## src/rtl/core/lod_pkg.sv

```systemverilog
// Shared types and constants for the level-of-detail select and blend block.
`default_nettype none
package lod_pkg;
    localparam int ENTITIES = 64;
    localparam int SLOT_W = 6;
    localparam int unsigned Q_ONE = 32768;
    localparam logic [15:0] PROG_ONE = 16'd32768;

    typedef enum logic [2:0] {
        REG_LEVEL_COUNT = 3'd0,
        REG_DIST_LIMITS = 3'd1,
        REG_SIZE_LIMITS = 3'd2,
        REG_SEL_MODE    = 3'd3,
        REG_LOD_BIAS    = 3'd4,
        REG_MIN_SIZE    = 3'd5,
        REG_BLEND_EN    = 3'd6,
        REG_TRANS_TIME  = 3'd7
    } reg_idx_t;

    // classified query handed from front to back
    typedef struct packed {
        logic              culled;
        logic              size_mode;
        logic [1:0]        level;      // distance-mode level
        logic [2:0]        n;
        logic [15:0]       size;
        logic [19:0]       elapsed;
        logic [SLOT_W-1:0] slot;
    } query_t;

    typedef enum logic [2:0] {
        BK_IDLE, BK_DIV1, BK_SEL, BK_READ, BK_DIV2, BK_WRITE, BK_OUT
    } bk_state_t;
endpackage
`default_nettype wire

```

## src/rtl/core/lod_div.sv

```systemverilog
// Radix-2 restoring divider: 36-bit dividend by 20-bit divisor, one bit a cycle.
`default_nettype none
module lod_div (
    input  wire logic        aclk,
    input  wire logic        aresetn,
    input  wire logic        start,
    input  wire logic [35:0] dividend,
    input  wire logic [19:0] divisor,
    output logic             done,
    output logic [35:0]      quotient
);
    import lod_pkg::*;
    logic [35:0] q_reg, q_next;
    logic [20:0] r_reg, r_next;
    logic [19:0] d_reg, d_next;
    logic [5:0]  cnt_reg, cnt_next;
    logic        busy_reg, busy_next;
    logic [20:0] sh;
    logic [21:0] diff;

    always_ff @(posedge aclk) begin
        if (!aresetn) begin
            busy_reg <= 1'b0;
            cnt_reg  <= '0;
        end else begin
            busy_reg <= busy_next;
            cnt_reg  <= cnt_next;
        end
        q_reg <= q_next;
        r_reg <= r_next;
        d_reg <= d_next;
    end

    always_comb begin
        q_next = q_reg; r_next = r_reg; d_next = d_reg;
        cnt_next = cnt_reg; busy_next = busy_reg; done = 1'b0;
        sh = {r_reg[19:0], q_reg[35]};
        diff = {1'b0, sh} - {2'b0, d_reg};
        if (start) begin
            q_next = dividend; r_next = '0; d_next = divisor;
            cnt_next = 6'd36; busy_next = 1'b1;
        end else if (busy_reg) begin
            if (!diff[21]) begin
                r_next = diff[20:0];
                q_next = {q_reg[34:0], 1'b1};
            end else begin
                r_next = sh;
                q_next = {q_reg[34:0], 1'b0};
            end
            cnt_next = cnt_reg - 6'd1;
            if (cnt_reg == 6'd1) begin
                busy_next = 1'b0;
                done = 1'b1;
            end
        end
    end
    assign quotient = q_reg;
endmodule
`default_nettype wire

```

## src/rtl/core/lod_front.sv

```systemverilog
// Front end: accept a query, bias the distance, pick a distance-mode level.
`default_nettype none
module lod_front (
    input  wire logic          aclk,
    input  wire logic          aresetn,
    input  wire logic          s_valid,
    output logic               s_ready,
    input  wire logic [5:0]    s_entity_slot,
    input  wire logic [15:0]   s_distance,
    input  wire logic [15:0]   s_screen_size,
    input  wire logic [19:0]   s_elapsed,
    input  wire logic [2:0]    num_levels,
    input  wire logic [63:0]   distance_limits,
    input  wire logic          selection_mode,
    input  wire logic [11:0]   lod_bias,
    output lod_pkg::query_t    q_data,
    output logic               q_valid,
    input  wire logic          q_ready
);
    import lod_pkg::*;
    // stage 1: multiply; stage 2: compare
    logic        v1_reg, v1_next;
    logic [27:0] prod_reg;
    query_t      p1_reg;
    logic        v2_reg;
    query_t      p2_reg, p2_next;
    logic [15:0] b;
    logic [2:0]  n;
    logic [1:0]  lvl;
    logic        found;
    logic        adv2;

    assign adv2 = !v2_reg || q_ready;
    assign s_ready = !v1_reg || adv2;
    assign n = (num_levels > 3'd4) ? 3'd4 : num_levels;

    always_comb begin
        v1_next = v1_reg;
        if (s_ready) v1_next = s_valid;
        else if (adv2) v1_next = 1'b0;
    end

    always_ff @(posedge aclk) begin
        if (!aresetn) begin
            v1_reg <= 1'b0;
            v2_reg <= 1'b0;
        end else begin
            v1_reg <= v1_next;
            if (adv2) v2_reg <= v1_reg;
        end
        if (s_ready && s_valid) begin
            prod_reg <= s_distance * lod_bias;
            p1_reg.culled    <= (n == 3'd0);
            p1_reg.size_mode <= selection_mode;
            p1_reg.level     <= 2'd0;
            p1_reg.n         <= n;
            p1_reg.size      <= s_screen_size;
            p1_reg.elapsed   <= s_elapsed;
            p1_reg.slot      <= s_entity_slot;
        end
        if (adv2 && v1_reg) p2_reg <= p2_next;
    end

    always_comb begin
        b = (prod_reg[27:24] != 4'd0) ? 16'hFFFF : prod_reg[23:8];
        found = 1'b0;
        lvl = 2'(p1_reg.n - 3'd1);
        for (int i = 3; i >= 0; i--) begin
            if (3'(i) < p1_reg.n && b <= distance_limits[16*i +: 16]) begin
                lvl = 2'(i);
                found = 1'b1;
            end
        end
        p2_next = p1_reg;
        p2_next.level = lvl;
    end

    assign q_valid = v2_reg;
    assign q_data = p2_reg;
endmodule
`default_nettype wire

```

## src/rtl/core/lod_back.sv

```systemverilog
// Back end: size division, per-entity state update and blend progress.
`default_nettype none
module lod_back (
    input  wire logic          aclk,
    input  wire logic          aresetn,
    input  lod_pkg::query_t    q_data,
    input  wire logic          q_valid,
    output logic               q_ready,
    input  wire logic [63:0]   size_limits,
    input  wire logic [11:0]   lod_bias,
    input  wire logic [15:0]   min_size,
    input  wire logic          blend_enable,
    input  wire logic [19:0]   blend_time,
    output logic               m_valid,
    input  wire logic          m_ready,
    output logic               m_culled,
    output logic [1:0]         m_level,
    output logic [15:0]        m_blend
);
    import lod_pkg::*;
    bk_state_t   st_reg, st_next;
    query_t      qr_reg;
    logic [1:0]  tgt_reg;
    logic        cul_reg;
    logic [15:0] fac_reg;
    logic [1:0]  cur_rd_reg;
    logic        ok_rd_reg;
    // the previous level feeds no output, so only current level and progress are kept
    logic [1:0]  cur_mem [ENTITIES];
    logic [15:0] prog_mem [ENTITIES];
    logic [ENTITIES-1:0] ok_reg;   // entry written since reset
    logic [15:0] prog_rd_reg;
    logic        mv_reg;
    logic        m_cul_reg;
    logic [1:0]  m_lvl_reg;
    logic [15:0] m_fac_reg;
    logic        dstart;
    logic [35:0] dnd;
    logic [19:0] dsr;
    logic        ddone;
    logic [35:0] quo;
    logic [15:0] bsz;
    logic [1:0]  slvl;
    logic [SLOT_W-1:0] sl;
    logic [1:0]  cur;
    logic [15:0] prog_cur;
    logic        change;
    logic [36:0] psum;
    logic [15:0] pnew;

    lod_div u_div (
        .aclk(aclk), .aresetn(aresetn), .start(dstart), .dividend(dnd),
        .divisor(dsr), .done(ddone), .quotient(quo)
    );

    assign sl = qr_reg.slot;
    assign q_ready = (st_reg == BK_IDLE);
    assign bsz = (lod_bias == 12'd0 || quo[35:16] != 20'd0) ? 16'hFFFF : quo[15:0];
    assign cur = ok_rd_reg ? cur_rd_reg : 2'd0;
    assign prog_cur = ok_rd_reg ? prog_rd_reg : PROG_ONE;
    assign change = (cur != tgt_reg);
    assign psum = {21'd0, (change ? 16'd0 : prog_cur)} + {1'b0, quo};
    assign pnew = (blend_time == 20'd0 || psum > 37'(Q_ONE)) ? PROG_ONE
                                                              : psum[15:0];

    always_comb begin
        slvl = 2'(qr_reg.n - 3'd1);
        for (int i = 0; i < 4; i++) begin
            if (3'(i) < qr_reg.n && bsz >= size_limits[16*i +: 16]) slvl = 2'(i);
        end
    end

    always_comb begin
        st_next = st_reg; dstart = 1'b0; dnd = '0; dsr = '0;
        unique case (st_reg)
            BK_IDLE: if (q_valid) begin
                if (q_data.culled) st_next = BK_OUT;
                else if (q_data.size_mode) begin
                    st_next = BK_DIV1; dstart = 1'b1;
                    dnd = {12'd0, q_data.size, 8'd0};
                    dsr = {8'd0, (lod_bias == 12'd0) ? 12'd1 : lod_bias};
                end else st_next = BK_READ;
            end
            BK_DIV1: if (ddone) st_next = BK_SEL;
            // drop to output without touching state when below the cull size
            BK_SEL: st_next = (bsz < min_size) ? BK_OUT : BK_READ;
            BK_READ: begin
                if (blend_enable) begin
                    st_next = BK_DIV2; dstart = 1'b1;
                    dnd = {1'b0, qr_reg.elapsed, 15'd0};
                    dsr = (blend_time == 20'd0) ? 20'd1 : blend_time;
                end else st_next = BK_WRITE;
            end
            BK_DIV2: if (ddone) st_next = BK_WRITE;
            BK_WRITE: st_next = BK_OUT;
            BK_OUT: if (!mv_reg || m_ready) st_next = BK_IDLE;
            default: st_next = BK_IDLE;
        endcase
    end

    always_ff @(posedge aclk) begin
        if (!aresetn) begin
            st_reg <= BK_IDLE;
            ok_reg <= '0;
            mv_reg <= 1'b0;
        end else begin
            st_reg <= st_next;
            if (st_reg == BK_OUT && (!mv_reg || m_ready)) mv_reg <= 1'b1;
            else if (m_ready) mv_reg <= 1'b0;
            if (st_reg == BK_WRITE) ok_reg[sl] <= 1'b1;
        end
        case (st_reg)
            BK_IDLE: if (q_valid) begin
                qr_reg  <= q_data;
                tgt_reg <= q_data.level;
                cul_reg <= q_data.culled;
                fac_reg <= '0;
            end
            BK_SEL: begin
                tgt_reg <= slvl;
                if (bsz < min_size) cul_reg <= 1'b1;
            end
            BK_READ: begin
                cur_rd_reg  <= cur_mem[sl];
                prog_rd_reg <= prog_mem[sl];
                ok_rd_reg   <= ok_reg[sl];
            end
            BK_WRITE: begin
                if (blend_enable) begin
                    cur_mem[sl] <= tgt_reg;
                    if (change || prog_cur != PROG_ONE) begin
                        prog_mem[sl] <= pnew;
                        fac_reg <= pnew;
                    end else prog_mem[sl] <= prog_cur;
                end else begin
                    cur_mem[sl] <= tgt_reg;
                    if (!ok_rd_reg) prog_mem[sl] <= PROG_ONE;
                end
            end
            BK_OUT: if (!mv_reg || m_ready) begin
                m_cul_reg <= cul_reg;
                m_lvl_reg <= cul_reg ? 2'd0 : tgt_reg;
                m_fac_reg <= cul_reg ? 16'd0 : fac_reg;
            end
            default: ;
        endcase
    end

    assign m_valid = mv_reg;
    assign m_culled = m_cul_reg;
    assign m_level = m_lvl_reg;
    assign m_blend = m_fac_reg;
endmodule
`default_nettype wire

```

## src/rtl/core/lod_level_select_blend.sv

```systemverilog
// Top level of the level-of-detail select and blend block.
// Usage:
//   Queries enter on s_valid/s_ready with slot, distance, screen size and
//   elapsed time; one word leaves on m_valid/m_ready per query with the
//   culled flag, the chosen level and the blend progress, in query order.
//   A two-stage front end biases the distance and ranks it against the
//   distance limits; a two-entry handoff lets it run ahead of the back end.
//   The back end holds the per-entity level and progress table and one
//   radix-2 divider, 36 quotient bits, one per cycle. The back end finishes
//   each query, through to its output register, before it takes the next.
//   Reset clears the control and state registers and marks every table
//   entry unwritten, which reads as level 0 and progress 1.0; no clearing
//   pass is needed.
//   A stalled m_ready holds the result word; the back end then stops, the
//   front end and handoff fill with four words and s_ready drops.
//   The user must write registers over APB only while the block is idle;
//   the block itself does not enforce it.
`default_nettype none
module lod_level_select_blend (
    input  wire logic        aclk,
    input  wire logic        aresetn,
    input  wire logic        s_valid,
    output logic             s_ready,
    input  wire logic [5:0]  s_entity_slot,
    input  wire logic [15:0] s_distance,
    input  wire logic [15:0] s_screen_size,
    input  wire logic [19:0] s_elapsed,
    output logic             m_valid,
    input  wire logic        m_ready,
    output logic             m_culled,
    output logic [1:0]       m_level,
    output logic [15:0]      m_blend,
    input  wire logic        psel,
    input  wire logic        penable,
    input  wire logic        pwrite,
    input  wire logic [5:0]  paddr,
    input  wire logic [63:0] pwdata,
    output logic [63:0]      prdata,
    output logic             pready
);
    import lod_pkg::*;

    logic [2:0]  level_cnt_reg;
    logic [63:0] dist_lim_reg, size_lim_reg;
    logic        sel_mode_reg, blend_en_reg;
    logic [11:0] bias_reg;
    logic [15:0] min_size_reg;
    logic [19:0] ttime_reg;
    reg_idx_t    ridx;
    logic        wr;

    // hold the queue between front and back
    query_t qf_data, qb_data;
    logic   qf_valid, qf_ready, qb_valid, qb_ready;
    query_t fifo_reg [2];
    logic   wp_reg, rp_reg;
    logic [1:0] cnt_reg;

    assign pready = 1'b1;
    assign ridx = reg_idx_t'(paddr[5:3]);
    assign wr = psel && penable && pwrite;

    always_ff @(posedge aclk) begin
        if (!aresetn) begin
            level_cnt_reg <= '0; dist_lim_reg <= '0; size_lim_reg <= '0;
            sel_mode_reg <= 1'b0; bias_reg <= 12'd256; min_size_reg <= 16'd256;
            blend_en_reg <= 1'b0; ttime_reg <= 20'd100000;
        end else if (wr) begin
            unique case (ridx)
                REG_LEVEL_COUNT: level_cnt_reg <= pwdata[2:0];
                REG_DIST_LIMITS: dist_lim_reg <= pwdata;
                REG_SIZE_LIMITS: size_lim_reg <= pwdata;
                REG_SEL_MODE:    sel_mode_reg <= pwdata[0];
                REG_LOD_BIAS:    bias_reg <= pwdata[11:0];
                REG_MIN_SIZE:    min_size_reg <= pwdata[15:0];
                REG_BLEND_EN:    blend_en_reg <= pwdata[0];
                REG_TRANS_TIME:  ttime_reg <= pwdata[19:0];
                default: ;
            endcase
        end
    end

    always_comb begin
        unique case (ridx)
            REG_LEVEL_COUNT: prdata = {61'd0, level_cnt_reg};
            REG_DIST_LIMITS: prdata = dist_lim_reg;
            REG_SIZE_LIMITS: prdata = size_lim_reg;
            REG_SEL_MODE:    prdata = {63'd0, sel_mode_reg};
            REG_LOD_BIAS:    prdata = {52'd0, bias_reg};
            REG_MIN_SIZE:    prdata = {48'd0, min_size_reg};
            REG_BLEND_EN:    prdata = {63'd0, blend_en_reg};
            REG_TRANS_TIME:  prdata = {44'd0, ttime_reg};
            default:         prdata = '0;
        endcase
    end

    lod_front u_front (
        .aclk(aclk), .aresetn(aresetn), .s_valid(s_valid), .s_ready(s_ready),
        .s_entity_slot(s_entity_slot), .s_distance(s_distance),
        .s_screen_size(s_screen_size), .s_elapsed(s_elapsed),
        .num_levels(level_cnt_reg), .distance_limits(dist_lim_reg),
        .selection_mode(sel_mode_reg), .lod_bias(bias_reg),
        .q_data(qf_data), .q_valid(qf_valid), .q_ready(qf_ready)
    );

    assign qf_ready = (cnt_reg != 2'd2);
    assign qb_valid = (cnt_reg != 2'd0);
    assign qb_data = fifo_reg[rp_reg];

    // advance queue pointers on push and pop
    always_ff @(posedge aclk) begin
        if (!aresetn) begin
            wp_reg <= 1'b0; rp_reg <= 1'b0; cnt_reg <= '0;
        end else begin
            if (qf_valid && qf_ready) wp_reg <= ~wp_reg;
            if (qb_valid && qb_ready) rp_reg <= ~rp_reg;
            cnt_reg <= cnt_reg + 2'(qf_valid && qf_ready) - 2'(qb_valid && qb_ready);
        end
        if (qf_valid && qf_ready) fifo_reg[wp_reg] <= qf_data;
    end

    lod_back u_back (
        .aclk(aclk), .aresetn(aresetn), .q_data(qb_data), .q_valid(qb_valid),
        .q_ready(qb_ready), .size_limits(size_lim_reg), .lod_bias(bias_reg),
        .min_size(min_size_reg), .blend_enable(blend_en_reg),
        .blend_time(ttime_reg), .m_valid(m_valid), .m_ready(m_ready),
        .m_culled(m_culled), .m_level(m_level),
        .m_blend(m_blend)
    );
endmodule
`default_nettype wire

```

## config.mk

```make
export PLATFORM = sky130hd
export DESIGN_NAME = lod_level_select_blend
export DESIGN_NICKNAME = d
export VERILOG_FILES = /design/src/rtl/core/lod_pkg.sv /design/src/rtl/core/lod_div.sv /design/src/rtl/core/lod_front.sv /design/src/rtl/core/lod_back.sv /design/src/rtl/core/lod_level_select_blend.sv
export SDC_FILE = /design/constraint.sdc
export NUM_CORES = 2
export LEC_CHECK = 0
export ABC_AREA = 0
export BUFFER_PORTS_ARGS = -buffer_cell sky130_fd_sc_hd__buf_2
export CAP_MARGIN = 0
export CORE_ASPECT_RATIO = 0.7
export CORE_MARGIN = 3
export CORE_UTILIZATION = 54
export CTS_BUF_LIST = sky130_fd_sc_hd__clkbuf_4
export DETAILED_ROUTE_END_ITERATION = 8
export HOLD_SLACK_MARGIN = 0.03
export PLACE_DENSITY = 0.7
export SLEW_MARGIN = 0
export SYNTH_ARGS = -nofsm -noshare
export SYNTH_HDL_FRONTEND = slang
export SYNTH_SLANG_ARGS = --single-unit
```

## constraint.sdc

```tcl
create_clock -name aclk -period 10 [get_ports aclk]
set_input_delay 1 -clock aclk [delete_from_list [all_inputs] [get_ports aclk]]
set_output_delay 1 -clock aclk [all_outputs]
set_load 0.01 [all_outputs]
```

==> results.cfg <==
[outcome]
status = finished, final reports clean

[hold_path]
hold_path_class = primary input to flip-flop
hold_end = u_back.st_reg[2]$_SDFFE_PN0P_
worstHoldPathCells = 5
min_from = m_ready

[worst_setup_path]
max_stage_delay_ps = 810
cp_slowest_cell = or4_4
arrival_ps = 7810
rrSetupSlack_ps = 3060
crit_type = flip-flop to flip-flop
rr_endpoint = u_back.prog_mem[12][15]$_DFFE_PP_
r2r_start = u_back.tgt_reg[1]$_DFFE_PP_
endpoint_kind = flip-flop
worstPathRequired_ps = 10870
worst-path-max-fanout = 69
cp_num_buf_inv = 2
path_cells = buf_4 -> xnor2_1 -> and3_1 -> and2_1 -> ha_1 -> fa_1 -> a211oi_2 -> o21ai_1 -> a21oi_2 -> o21ai_1 -> xnor2_2 -> nand4b_1 -> a2111o_1 -> or4_4 -> or3_2 -> buf_4
r2r.worst_path.cells = 16
critPathTopFamily = simple AND/OR/NAND/NOR gates
cp-start-kind = flip-flop

[synth]
synth_area_sq_um = 78300
synth_top_area_share_pct = 57.8
synth_area_leader_cell = edfxtp_1
syn_avg_cell_area_sq_um = 13.3
synth_flop_cell = edfxtp_1
synth_cells = 5890
ys_ff_latch = 1791
ys_seq_area_share_pct = 65.0
synth-edff-count = 1508
ys_warn_count = 0
synth_cell_types = 90
synthTopCellsByArea = edfxtp_1 58%, dfxtp_1 7.2%, ha_1 3.9%, a22oi_1 3.8%, fa_1 3.6%
syn_nets = 6411
async_flop_share_pct = 0

[grt]
grt_use_met1_pct = 45.6
grt_pass1_vias = 51600
grt_pass1_wl_um = 329000
grt_max_degree = 107
grt_util_met3_pct = 9.25
gr-total-overflow = 0
antenna_found_initial = 12
grt_usage_pct = 29.4
grt.busiest_layer = met1
grt.met2_usage_pct = 39.3

[cts]
numCtsBuffers = 426
htree_levels = 5
clockBufferDepth = 4
insertion_delay_ps = 1360
cts_root_buf = clkbuf_4
cts_tree = yes
ctsResizeCount = 0
clock_sinks = 1791
clk_pin_slew_ps = 70

[sta]
hold_violations = 0
setup_viol = 0
fmax_ghz = 0.144
finalCritPeriodShare_pct = 69.4
fin_crit_ps = 6940
max-slew-margin-rel_pct = 17.1
drv_slew = 0
finalSetupTns_ps = 0
fin_worst_skew_ps = 137
holdWs_ps = 209
worstMarginPinSlew_ps = 1240
rsz0062_at_grt = false

[placement]
portBuffers = 216
placedCellCount = 7812
dp.final_hpwl_um = 140000
gp_congestion = 0.958

[final_layout]
syn_to_final_growth_pct = 13.3
largest_reg_flops = 1024
layout.cells.non_filler = 8667
final_common_cell = edfxtp_1
drive_above_1_share_pct = 18.0
n_fill_cell = 10900
regArea_sq_um = 51000
fin_nets = 6980
multi_input_area_sq_um = 25300
final_cell_mix = 1508 x edfxtp_1, 629 x clkbuf_4, 602 x nand2_1

[detailed_routing]
vias_per_cell = 6.21
drcViolationCount = 0
firstDrtPassIters = 6
dr.first_iter.drc_count = 6942
ant_nets = 0
drt_wl_total_um = 224000
routedWlPerCell_um = 25.8
vias = 53800

[die]
core_area_sq_um = 144000
die_y_um = 325
die_x_um = 461
ios = 221
die_area_sq_um = 150000
initial_utilization_pct = 54.6
rows = 116

[pwr]
cellLeakagePower_nw = 29.3
power.density_nw_per_um2 = 201
ir_drop_v = 0.000147

[run]
drv_cap = 0
==> final cells by class <==
type / count / area share, %
flip-flops and latches: 1791 / 57.4
multi-input cells: 3388 / 28.5
clock buffers: 629 / 5.32
repair buffers: 498 / 4.00
well taps: 1888 / 2.66
inverters: 354 / 1.50
clock inverters: 113 / 0.654
diodes: 6 / 0.0169
==> cells in the mapped netlist (42+ instances only) <==
cell type / n
nor2b_1: 51
nand3_1: 80
nand2b_1: 49
edfxtp_1: 1508
o21a_1: 91
a22o_1: 173
clkbuf_1: 323
fa_1: 141
nand2_1: 604
a21oi_1: 159
dfxtp_1: 283
ha_1: 245
a21o_1: 49
mux2i_1: 42
nor2_1: 177
nand4_1: 68
inv_1: 353
a21boi_0: 174
o21ai_0: 92
a31oi_1: 111
a22oi_1: 397
nor3_1: 112
a221oi_1: 128
and2_1: 108
==> tightest hold or removal path, cell delays in order <==
cell      delay, ps
buf_2            80
nand2b_1        100
nor2_1           40
o21ai_0         140
a31oi_1          60
==> routing by layer <==
metal,vias up,wire length (um)
met5,-,47
met4,8,5070
met3,350,30700
met2,3324,91700
met1,26500,96100
li1,23600,-
==> power breakdown <==
| part | leakage [nW] | total, mW | switching [mW] | internal, mW |
|---|---|---|---|---|
| Combinational | 12.0 | 3.44 | 2.25 | 1.19 |
| Clock | 3.17 | 5.86 | 2.86 | 3.00 |
| Sequential | 14.1 | 8.58 | 0.204 | 8.38 |
==> worst max-delay path by stage <==
stage,startpoint,endpoint,cells past startpoint
2_1_floorplan,u_back.tgt_reg[1]$_DFFE_PP_,u_back.prog_mem[0][0]$_DFFE_PP_,16
3_3_place_gp,s_distance[7],u_front.prod_reg[27]$_DFFE_PP_,22
3_5_place_dp,u_back.tgt_reg[1]$_DFFE_PP_,u_back.prog_mem[12][15]$_DFFE_PP_,16
4_1_cts,u_back.tgt_reg[1]$_DFFE_PP_,u_back.prog_mem[12][15]$_DFFE_PP_,16
5_1_grt,u_back.tgt_reg[1]$_DFFE_PP_,u_back.prog_mem[23][12]$_DFFE_PP_,16
6_report,u_back.tgt_reg[1]$_DFFE_PP_,u_back.prog_mem[12][15]$_DFFE_PP_,16
==> timing repair <==
item	in CTS	in global routing
endpoints found under the hold margin	224	0
hold buffers	107	0
buffers inserted	0	0
==> kinds of logic after synthesis <==
kind of cell	after synthesis	synth area share, %
buffers and inverters	711	3.45
AO/OA/AOI/OAI	1494	13.9
other	1	0.00479
AND/OR/NAND/NOR	1374	8.34
adder cells (fa/ha/maj)	386	7.52
flip-flops	1791	65.0
XOR/XNOR	56	0.636
multiplexers	77	1.07
==> metrics by stage <==
stage               power (mW)  utilization, %  instance area, sq um  setup WS (ps)
finish                    17.9            61.8                 88800           3060
global route              18.6            61.8                 88800           2800
CTS                       17.9            61.8                 88800           3230
detailed placement        12.1            57.4                 82400           3210
global placement          12.0            57.4                 82400           3310
floorplan                 10.8               -                 78300           1800
No activity file was read; power rests on OpenSTA's default activity.
